`config.mk`:
```
export PLATFORM = sky130hd
export DESIGN_NAME = shtl_ctrl
export DESIGN_NICKNAME = d
export VERILOG_FILES = /design/src/rtl/shtl_pkg.sv /design/src/rtl/shtl_ctrl.sv
export VERILOG_INCLUDE_DIRS = /design/src /design/src/rtl
export SDC_FILE = /design/constraint.sdc
export NUM_CORES = 1
export LEC_CHECK = 0
export BUFFER_PORTS_ARGS = -buffer_cell sky130_fd_sc_hd__buf_2
export CAP_MARGIN = 10
export CELL_PAD_IN_SITES_DETAIL_PLACEMENT = 1
export CELL_PAD_IN_SITES_GLOBAL_PLACEMENT = 1
export CORE_AREA = 2 2 39 41
export DETAILED_ROUTE_END_ITERATION = 7
export DIE_AREA = 0 0 41 43
export PLACE_DENSITY_LB_ADDON = 0.1
export SETUP_SLACK_MARGIN = 0.4
export SKIP_CTS_REPAIR_TIMING = 1
export SLEW_MARGIN = 10
export SYNTH_ARGS = -nofsm -noshare
export SYNTH_HDL_FRONTEND = slang
export SYNTH_SLANG_ARGS = --single-unit
```
`constraint.sdc`:
```
create_clock -name clock -period 2 [get_ports clock]
set_clock_uncertainty 0.2 [all_clocks]
set_input_delay 0.4 -clock clock [delete_from_list [all_inputs] [get_ports clock]]
set_output_delay 0.4 -clock clock [all_outputs]
set_load 0.1 [all_outputs]
```
`src/rtl/sorted_hash_table_lookup_assert.svh`:
```
// ----------------------------------------------------------------------------
// sorted_hash_table_lookup assertion macros
// shared concurrent assertion forms for the lookup block
// ----------------------------------------------------------------------------
`ifndef SORTED_HASH_TABLE_LOOKUP_ASSERT_SVH
`define SORTED_HASH_TABLE_LOOKUP_ASSERT_SVH

// same-cycle implication, disabled while reset is high
`define SHTL_ASSERT_NOW(label, clk, rst, ante, cons, msg) \
   label: assert property (@(posedge clk) disable iff (rst) (ante) |-> (cons)) \
      else $error(msg);

// next-cycle implication, disabled while reset is high
`define SHTL_ASSERT_NEXT(label, clk, rst, ante, cons, msg) \
   label: assert property (@(posedge clk) disable iff (rst) (ante) |=> (cons)) \
      else $error(msg);

`endif

```
`src/rtl/shtl_pkg.sv`:
```
// ----------------------------------------------------------------------------
// shtl_pkg
// shared types and constants of the sorted key table lookup
// ----------------------------------------------------------------------------
`default_nettype none

package shtl_pkg;

   localparam int TABLE_DEPTH_DEF = 4096;
   localparam int KEY_W           = 64;
   localparam int ENTRY_W         = 2 * KEY_W;
   localparam int ACTION_W        = 2;

   typedef enum logic [ACTION_W-1:0] {
      ACT_CLEAR  = 2'd0,
      ACT_APPEND = 2'd1,
      ACT_QUERY  = 2'd2,
      ACT_NONE   = 2'd3
   } action_type;

   // controller to datapath
   typedef struct packed {
      logic clear;
      logic append;
      logic start;
      logic step;
      logic load;
      logic hit;
      logic error;
   } cmd_type;

   // datapath to controller
   typedef struct packed {
      action_type action;
      logic       full;
      logic       empty;
      logic       found;
      logic       more;
   } status_type;

endpackage

`default_nettype wire

```
`src/rtl/shtl_ctrl.sv`:
```
// ----------------------------------------------------------------------------
// shtl_ctrl
// sequencer for append, clear and binary search probes
// ----------------------------------------------------------------------------
`default_nettype none
`include "sorted_hash_table_lookup_assert.svh"

module shtl_ctrl (
   input  wire logic                 clock,
   input  wire logic                 reset,
   input  wire logic                 req_valid,
   output logic                      req_ready,
   output logic                      rsp_valid,
   input  wire logic                 rsp_ready,
   input  wire shtl_pkg::status_type status,
   output shtl_pkg::cmd_type         cmd
);

   import shtl_pkg::*;

   typedef enum logic {
      ST_IDLE,
      ST_SEARCH
   } state_type;

   state_type state_ff, state_in;
   logic      rsp_valid_ff, rsp_valid_in;
   logic      take;

   assign req_ready = (state_ff == ST_IDLE) && (!rsp_valid_ff || rsp_ready);
   assign take      = req_valid && req_ready;

   always_comb begin
      state_in = state_ff;
      cmd      = '0;
      case (state_ff)
         ST_IDLE: begin
            if (take) begin
               case (status.action)
                  ACT_CLEAR: begin
                     cmd.clear = 1'b1;
                     cmd.load  = 1'b1;
                  end
                  ACT_APPEND: begin
                     cmd.append = !status.full;
                     cmd.error  = status.full;
                     cmd.load   = 1'b1;
                  end
                  ACT_QUERY: begin
                     if (status.empty) begin
                        cmd.load = 1'b1;
                     end else begin
                        cmd.start = 1'b1;
                        state_in  = ST_SEARCH;
                     end
                  end
                  default: begin
                     cmd.load = 1'b1;
                  end
               endcase
            end
         end
         ST_SEARCH: begin
            cmd.step = 1'b1;
            if (status.found || !status.more) begin
               cmd.load = 1'b1;
               cmd.hit  = status.found;
               state_in = ST_IDLE;
            end
         end
         default: begin
            state_in = ST_IDLE;
         end
      endcase
   end

   always_comb begin
      rsp_valid_in = rsp_valid_ff;
      if (cmd.load) begin
         rsp_valid_in = 1'b1;
      end else if (rsp_ready) begin
         rsp_valid_in = 1'b0;
      end
   end

   always_ff @(posedge clock) begin
      if (reset) begin
         state_ff     <= ST_IDLE;
         rsp_valid_ff <= 1'b0;
      end else begin
         state_ff     <= state_in;
         rsp_valid_ff <= rsp_valid_in;
      end
   end

   assign rsp_valid = rsp_valid_ff;

   // the output word is empty for the whole search
   `SHTL_ASSERT_NOW(a_search_no_rsp, clock, reset, state_ff == ST_SEARCH, !rsp_valid_ff, "response pending during search")
   // a finished item always shows a word next cycle
   `SHTL_ASSERT_NEXT(a_load_shows, clock, reset, cmd.load, rsp_valid_ff, "loaded response not shown")
   // at most one table operation per cycle
   `SHTL_ASSERT_NOW(a_one_op, clock, reset, 1'b1, $onehot0({cmd.clear, cmd.append, cmd.start, cmd.step}), "conflicting table commands")

endmodule

`default_nettype wire

```
==> impl_results.md, run 1 <==
* CTS tree: yes
* Sequential cell area fraction in the yosys report at 22.1%
* Ys flop type: dfxtp_1
* Largest net degree at the start of global routing at 7
* Post-Syn Instances at 24
* Most frequent cell after synthesis: nand2_1
* FF+latch count, synth at 2
* Startpoint types: flop
* Comb power frac at 49.3%
* 1st-pass router iterations at 1
* HPWL after detailed placement at 578 um
* Sw Share at 40.3%
* Worst setup margin at 56.9 ps
* Vias at 255
* Final count of pins violating max slew at 0
* Detailed Route WL at 692 um
* Total negative slack at 0 ps
* Worst hold start: reset
* Max-cap viol count at 0
* Yosys Warn Count at 0
* Cells taking the most area after synthesis: dfxtp_1 22%, buf_4 8.3%, nor2b_4 7.6%, nand2_1 6.2%, nor3_1 5.5%
* Period utilization at 97.2%
* Initial DRC count at 0
* Starting Density at 13.1%
* CP Capture Type: output port
* Htree depth at 1
* Outcome: finished, final reports clean
* Worst Path Required at 1400 ps
* Row count at 14
* Slew headroom at 67.9%
* N_diodes at 0
* Critical path arrival at 1340 ps
* Final setup viols at 0
* Net count, final at 58
* CTS clk-pin slew, worst paths at 40 ps
* Share of the synthesized area in the top cell type at 22.1%
* Pleak at 0.230 nW
* CTS Root Cell: clkbuf_4
* DP Area at 410 um^2
* WHS Endpoint: rsp_valid$_SDFFE_PP0P_
* Final antenna-violating net count at 0
* Psw at 0.000113 W
* Area grow syn2layout at 182%
* Sequential fraction of design power at 15.4%
* Cell Int Power at 0.000168 W
* Synth Net Count at 34
* Max IR drop VDD at 0.121 mV
* Cell family with most CP delay: simple AND/OR/NAND/NOR gates
* Fmax at 515 MHz
* PwrDens at 549 mW/mm^2
* Cell area after synthesis at 181 um^2
* Die X at 41 um
* RSZ-0062 raised after global routing: yes
* Clk sink count at 2
* Syn avg cell area at 7.56 um^2
* R2r startpoint: state_ff$_SDFF_PP0_
* Initial antenna violation count at 0
* Critical-path maximum fanout at 4
* Post-route cell area at 512 um^2
* Post-synth top area cell: dfxtp_1
* Post-synth ARST share at 0%
* Vias per inst at 4.05
* CP bufs+invs at 1
* DR WL/cell at 11.0 um
* Number of global-route vias before repair at 254
* Die Y-Extent at 43 um
* Type of the tightest min-delay check: in2reg
* Pre-CTS WS at 76.2 ps
* Hold Vio Cnt, Final at 0
* Clock buffer depth at 2
* I/O Buffers at 18
* GRT overflow at 0
* Crit-path slowest cell: dfxtp_4
* Skew-Pair Late Insertion Delay at 230 ps
* First-pass GRT wire length at 1030 um
* Cts bufs inserted at 3
* Io pins at 19
* Worst stage delay on the critical path at 320 ps
* Min Tclk post-route at 1940 ps
* R2r setup slk at 790 ps
* Clk pwr share at 35.3%
* Post-synth EDFFs at 0
* Overall global routing resource usage at 8.81%
* Layout cell share with drive strength beyond 1 at 76.6%
* Worst Tran Pin Value at 485 ps
* CP Cell Sequence: or2b_4 > nand2_8 > nor4b_4 > buf_12
* GP Congestion at 0.640
* Core ar. at 0.00138 mm^2
* Hold Path Depth at 2
* WS Path Type: reg2out
* Synth unique cells at 17
* Finished Core Util at 37.0%
* Hold Worst Slack at 134 ps
* Die area at 0.00176 mm^2
* Reg2Reg Depth at 4
* # DRC at 0
* Worst R2R End: state_ff$_SDFF_PP0_
-- through the flow --
stage / std cells / total power [W]
2_1_floorplan: 24 / 0.000128
3_3_place_gp: 57 / 0.000164
6_report: 63 / 0.000281
5_1_grt: 63 / 0.000299
4_1_cts: 61 / 0.000267
3_5_place_dp: 57 / 0.000165
-- cells in the final DEF (no fill, tap or decap), types with 2 or more instances in the layout --
cell | netlist | layout
buf_2 | 0 | 10
buf_12 | 0 | 8
clkbuf_4 | 0 | 4
nor3_4 | 0 | 2
nand2_1 | 3 | 2
buf_4 | 2 | 2
-- flip-flops by register name (all words and copies together), names as in the netlist --
name and flops:
rsp_valid 1, state_ff 1
-- power groups by stage --
stage / registers (W) / logic [W] / clock network (W)
finish: 0.0000433 / 0.000139 / 0.0000991
global route: 0.0000435 / 0.000144 / 0.000112
CTS: 0.0000432 / 0.000121 / 0.000102
detailed placement: 0.0000437 / 0.000121 / 0
global placement: 0.0000436 / 0.000120 / 0
floorplan: 0.0000549 / 0.0000730 / 0
-- metal layers --
layer | GRT usage, % | routed length, um | share of wire [%]
met5 | 0 | 0 | 0
met4 | 8.00 | 0 | 0
met1 | 9.55 | 233 | 34
met3 | 2.62 | 56 | 8.1
met2 | 12.8 | 403 | 58
-- worst max-delay path by stage --
stage / from / to / slack, ps / depth (start not counted)
after floorplan: rsp_valid$_SDFFE_PP0P_ / cmd[5] / -470 / 3
after global placement: req_valid / cmd[5] / 100 / 5
after detailed placement: req_valid / cmd[5] / 80 / 5
after CTS: rsp_valid$_SDFFE_PP0P_ / cmd[5] / -40 / 4
after global routing: rsp_valid$_SDFFE_PP0P_ / cmd[5] / -2 / 4
final: rsp_valid$_SDFFE_PP0P_ / cmd[5] / 60 / 4
-- logic make-up after synthesis --
group | synth area share (%)
buffers and inverters | 12.4
AO/OA/AOI/OAI | 11.7
AND/OR/NAND/NOR | 53.8
flip-flops | 22.1
-- area by class of cell --
cell class	count	area [um^2]
multi-input combinational	18	180
sequential	2	45.0
tap	16	20.0
inverter	2	7.51
timing repair buffer	21	233
fill	158	872
clock buffer	4	26.3
Note: power is estimated with default switching activity, not from simulation.
==> run 2, diff against run 1 <==
--- a/config.mk
+++ b/config.mk
@@ -12,4 +12,5 @@
 export CELL_PAD_IN_SITES_GLOBAL_PLACEMENT = 1
 export CORE_AREA = 2 2 39 41
+export CTS_CLUSTER_SIZE = 8
 export DETAILED_ROUTE_END_ITERATION = 7
 export DIE_AREA = 0 0 41 43
==> constraint.sdc (replaced) <==
create_clock -name clock -period 2 [get_ports clock]
set_clock_uncertainty 0.2 [all_clocks]
set_input_delay 0.1 -clock clock [delete_from_list [all_inputs] [get_ports clock]]
set_output_delay 0.1 -clock clock [all_outputs]
set_load 0.1 [all_outputs]
==> run 2 against run 1 <==
Clock-buffer cell count did not move. Combinational power fell by 16%. Highest routed layer unchanged. Register-to-register slack got worse by 210 ps. Fmax rose by 16%. Power fell by 6.3%. Critical path type unchanged. Flip-flop and latch count did not move. Wire length rose by 5.2%.
==> impl_results.md, run 2 (synthesis gave the netlist of run 1 again) <==
* Outcome: finished, final reports clean
* CTS tree: yes
* Vias at 253
* DR WL/cell at 11.6 um
* I/O Buffers at 18
* Die area at 0.00176 mm^2
* Hold Path Depth at 3
* Critical path arrival at 1380 ps
* Leading cell type in the layout, fill and taps excluded: buf_2
* Vias per inst at 4.02
* Overall global routing resource usage at 9.64%
* Final antenna-violating net count at 0
* Detailed Route WL at 728 um
* Largest net degree at the start of global routing at 7
* Min Tclk post-route at 1680 ps
* Clock buffer depth at 2
* Initial DRC count at 1
* Total negative slack at 0 ps
* Row count at 14
* WS Path Type: reg2out
* Net count, final at 58
* Reg2Reg Depth at 3
* CTS Root Cell: clkbuf_4
* Max-cap viol count at 0
* Clk sink count at 2
* Critical-path maximum fanout at 4
* GP Congestion at 0.653
* Core ar. at 0.00138 mm^2
* Startpoint types: flop
* R2r setup slk at 580 ps
* Period utilization at 83.8%
* Final count of pins violating max slew at 0
* Die X at 41 um
* Skew-Pair Late Insertion Delay at 230 ps
* Worst R2R End: state_ff$_SDFF_PP0_
* Commonest non-fill, non-tap cells in the layout: 12 x buf_2, 4 x buf_6, 3 x clkbuf_4, 3 x dlygate4sd3_1
* Worst hold start: rsp_ready
* Multi-input gate area at 166 um^2
* CP Capture Type: output port
* Area grow syn2layout at 139%
* Final setup viols at 0
* First-pass GRT wire length at 1060 um
* Io pins at 19
* Die Y-Extent at 43 um
* RSZ-0062 raised after global routing: yes
* Non-filler instance count after layout at 63
* Initial antenna violation count at 0
* # DRC at 0
* DP Area at 328 um^2
* Hold Vio Cnt, Final at 0
* Worst Tran Pin Value at 486 ps
* Fmax at 596 MHz
* WHS Endpoint: rsp_valid$_SDFFE_PP0P_
* Hold Worst Slack at 2.25 ps
* CTS clk-pin slew, worst paths at 40 ps
* Htree depth at 1
* FF/Latch Area at 45.0 um^2
* HPWL after detailed placement at 530 um
* Post-route cell area at 434 um^2
* Fillers at 173
* GRT overflow at 0
* Pleak at 0.206 nW
* Placed insts at 56
* Starting Density at 13.1%
* N_diodes at 0
* Layout cell share with drive strength beyond 1 at 66.0%
* PwrDens at 606 mW/mm^2
* Number of global-route vias before repair at 252
* R2r startpoint: state_ff$_SDFF_PP0_
* Cts bufs inserted at 3
* Max IR drop VDD at 0.147 mV
* 1st-pass router iterations at 2
* Worst Path Required at 1700 ps
* Slew headroom at 67.8%
* Type of the tightest min-delay check: in2reg
-- run 2: cell count changes in the layout (fill, tap and decap cells not counted), sizes merged --
cell         change
buf              -3
dlygate4sd3      +3
-- run 2: how the worst max path moves through the flow --
stage	slack, ps	cells after the start	to	from
floorplan	-170	3	cmd[5]	rsp_valid$_SDFFE_PP0P_
CTS	70	4	cmd[5]	rsp_valid$_SDFFE_PP0P_
global route	250	4	cmd[5]	rsp_valid$_SDFFE_PP0P_
detailed placement	340	4	cmd[5]	state_ff$_SDFF_PP0_
global placement	360	4	cmd[5]	rsp_valid$_SDFFE_PP0P_
finish	320	4	cmd[5]	rsp_valid$_SDFFE_PP0P_
-- run 2: power by group --
group	total, W	switching (W)	internal [W]
sequential	0.0000433	0.00000139	0.0000419
combinational	0.000117	0.0000824	0.0000349
clock	0.000103	0.0000282	0.0000744
total	0.000263	0.000112	0.000151
-- run 2: final cells by class --
type	instances	area share (%)
clock buffer	4	6.05
inverter	2	1.73
multi-input combinational	18	38.3
sequential	2	10.4
tap	16	4.61
timing repair buffer	21	38.9
-- run 2: stage by stage --
stage	util, %	power, W	worst slack, ps
2_1_floorplan	-	0.000126	-175
3_3_place_gp	23.7	0.000147	364
6_report	31.4	0.000263	323
3_5_place_dp	23.7	0.000148	343
4_1_cts	25.6	0.000259	68.7
5_1_grt	31.4	0.000284	252
-- run 2: per-layer routing --
metal  vias to the layer above  wire, um  global-route usage [%]
li1                        128         -                       -
met1                       115       273                    9.97
met2                        10       415                    13.8
met3                         0        39                    3.14
met4                         0         0                    10.0
met5                         -         0                       0
-- run 2: critical path, cell delays in order (launching register included) --
cell and delay, ps:
dfxtp_4 330, or2b_4 230, nand2_4 80, nor4b_4 240
buf_6 260
==> run 3, diff against run 2 <==
- clock period: 2 -> 1.7 ns (I/O delays scaled with it)
==> run 3 against run 2 <==
Utilization rose by 5.6 points. First-iteration DRC count fell by 100%. Highest routed layer is now met4. Sequential share of layout area fell by 1.6 points. Non-clock buffer count rose by 2. Global-route usage fell by 0.62 points. Cell count rose by 3.2%. Register-to-register slack got worse by 110 ps. Critical path depth did not move. Die area did not move.
==> impl_results.md, run 3 (synthesis gave the netlist of run 1 again) <==
* 1st-pass router iterations at 1
* Max IR drop VDD at 0.141 mV
* Startpoint types: flop
* Final antenna-violating net count at 0
* Min Tclk post-route at 1640 ps
* Fmax at 609 MHz
* Worst Path Required at 1410 ps
* Period utilization at 96.7%
* Type of the tightest min-delay check: in2reg
* Number of global-route vias before repair at 268
* Htree depth at 1
* Psw at 0.000136 W
* Net count, final at 60
* First-pass GRT wire length at 1070 um
* Max-cap viol count at 0
* I/O Buffers at 18
* Vias per inst at 4.11
* HPWL after detailed placement at 559 um
* Clk pwr share at 36.5%
* Clk sink count at 2
* GP Congestion at 0.612
* CP Capture Type: output port
* Worst setup margin at 56.8 ps
* Die area at 0.00176 mm^2
* Core ar. at 0.00138 mm^2
* Final setup viols at 0
* Comb power frac at 48.1%
* Io pins at 19
* PwrDens at 647 mW/mm^2
* Hold Vio Cnt, Final at 0
* Critical-path maximum fanout at 4
* Starting Density at 13.1%
* Outcome: finished, final reports clean
* Pre-CTS WS at 221 ps
* Row count at 14
* Die X at 41 um
* GRT overflow at 0
* Detailed Route WL at 755 um
* Pleak at 0.230 nW
* Initial antenna violation count at 0
* Cell Int Power at 0.000195 W
* Die Y-Extent at 43 um
* Sw Share at 41.2%
* Critical path arrival at 1360 ps
* Placed insts at 56
* Sequential fraction of design power at 15.4%
* Slew headroom at 68.0%
* Vias at 267
* Commonest non-fill, non-tap cells in the layout: 10 x buf_2, 6 x buf_12, 4 x clkbuf_4, 3 x dlygate4sd3_1
* Cts bufs inserted at 3
* Layout cell share with drive strength beyond 1 at 69.4%
* CTS tree: yes
* Non-filler instance count after layout at 65
* Skew-Pair Late Insertion Delay at 230 ps
* CTS clk-pin slew, worst paths at 40 ps
* Area grow syn2layout at 182%
* Tot Pwr at 0.000331 W
* WS Path Type: reg2out
* R2r setup slk at 470 ps
* Largest net degree at the start of global routing at 7
* DR WL/cell at 11.6 um
* Overall global routing resource usage at 9.02%
* Clock buffer depth at 2
* Leading cell type in the layout, fill and taps excluded: buf_2
* # DRC at 0
* Initial DRC count at 0
* N_diodes at 0
* Final count of pins violating max slew at 0
* Hold Worst Slack at 18.4 ps
* Fillers at 158
* CTS Root Cell: clkbuf_4
* RSZ-0062 raised after global routing: yes
* Worst Tran Pin Value at 484 ps
-- run 3: layout make-up --
class,count,area [um^2],share of cell area (%)
Sequential cell,2,45.0,8.80
Tap cell,16,20.0,3.91
Timing Repair Buffer,23,238,46.5
Multi-Input combinational cell,18,175,34.2
Inverter,2,7.51,1.47
Clock buffer,4,26.3,5.13
-- run 3: worst paths after layout --
| kind | end | start | depth (start not counted) |
|---|---|---|---|
| max | cmd[5] | rsp_valid$_SDFFE_PP0P_ | 4 |
| min | state_ff$_SDFF_PP0_ | status[2] | 4 |
| max reg2reg | rsp_valid$_SDFFE_PP0P_ | rsp_valid$_SDFFE_PP0P_ | 3 |
| min reg2reg | state_ff$_SDFF_PP0_ | state_ff$_SDFF_PP0_ | 2 |
-- run 3: worst max-delay path: stages, from the launching register on --
cell,delay [ps]
dfxtp_4,330
or2b_4,240
nand2_8,70
nor4b_4,270
buf_12,210
-- run 3: power by group through the flow --
stage          Sequential, W  Combinational (W)  Clock, W
6_report           0.0000510           0.000159  0.000121
5_1_grt            0.0000515           0.000167  0.000133
4_1_cts            0.0000510           0.000141  0.000126
3_5_place_dp       0.0000517           0.000141         0
3_3_place_gp       0.0000513           0.000139         0
2_1_floorplan      0.0000646          0.0000859         0
-- run 3: stage by stage --
| step | setup TNS (ps) | cell area, um^2 | util, % |
|---|---|---|---|
| finish | 0 | 512 | 37.0 |
| global placement | 0 | 403 | 29.1 |
| CTS | -48.4 | 429 | 31.0 |
| global route | -9.78 | 512 | 37.0 |
| detailed placement | 0 | 403 | 29.1 |
| floorplan | -717 | 236 | - |
-- run 3: per-layer routing --
metal	share of wire, %	wire (um)	vias up	GRT usage (%)
met5	0	0	-	0
met4	0.79	6	0	6.00
met3	8.1	61	2	3.14
met2	56	420	12	15.0
met1	35	265	123	8.63
li1	-	-	130	-
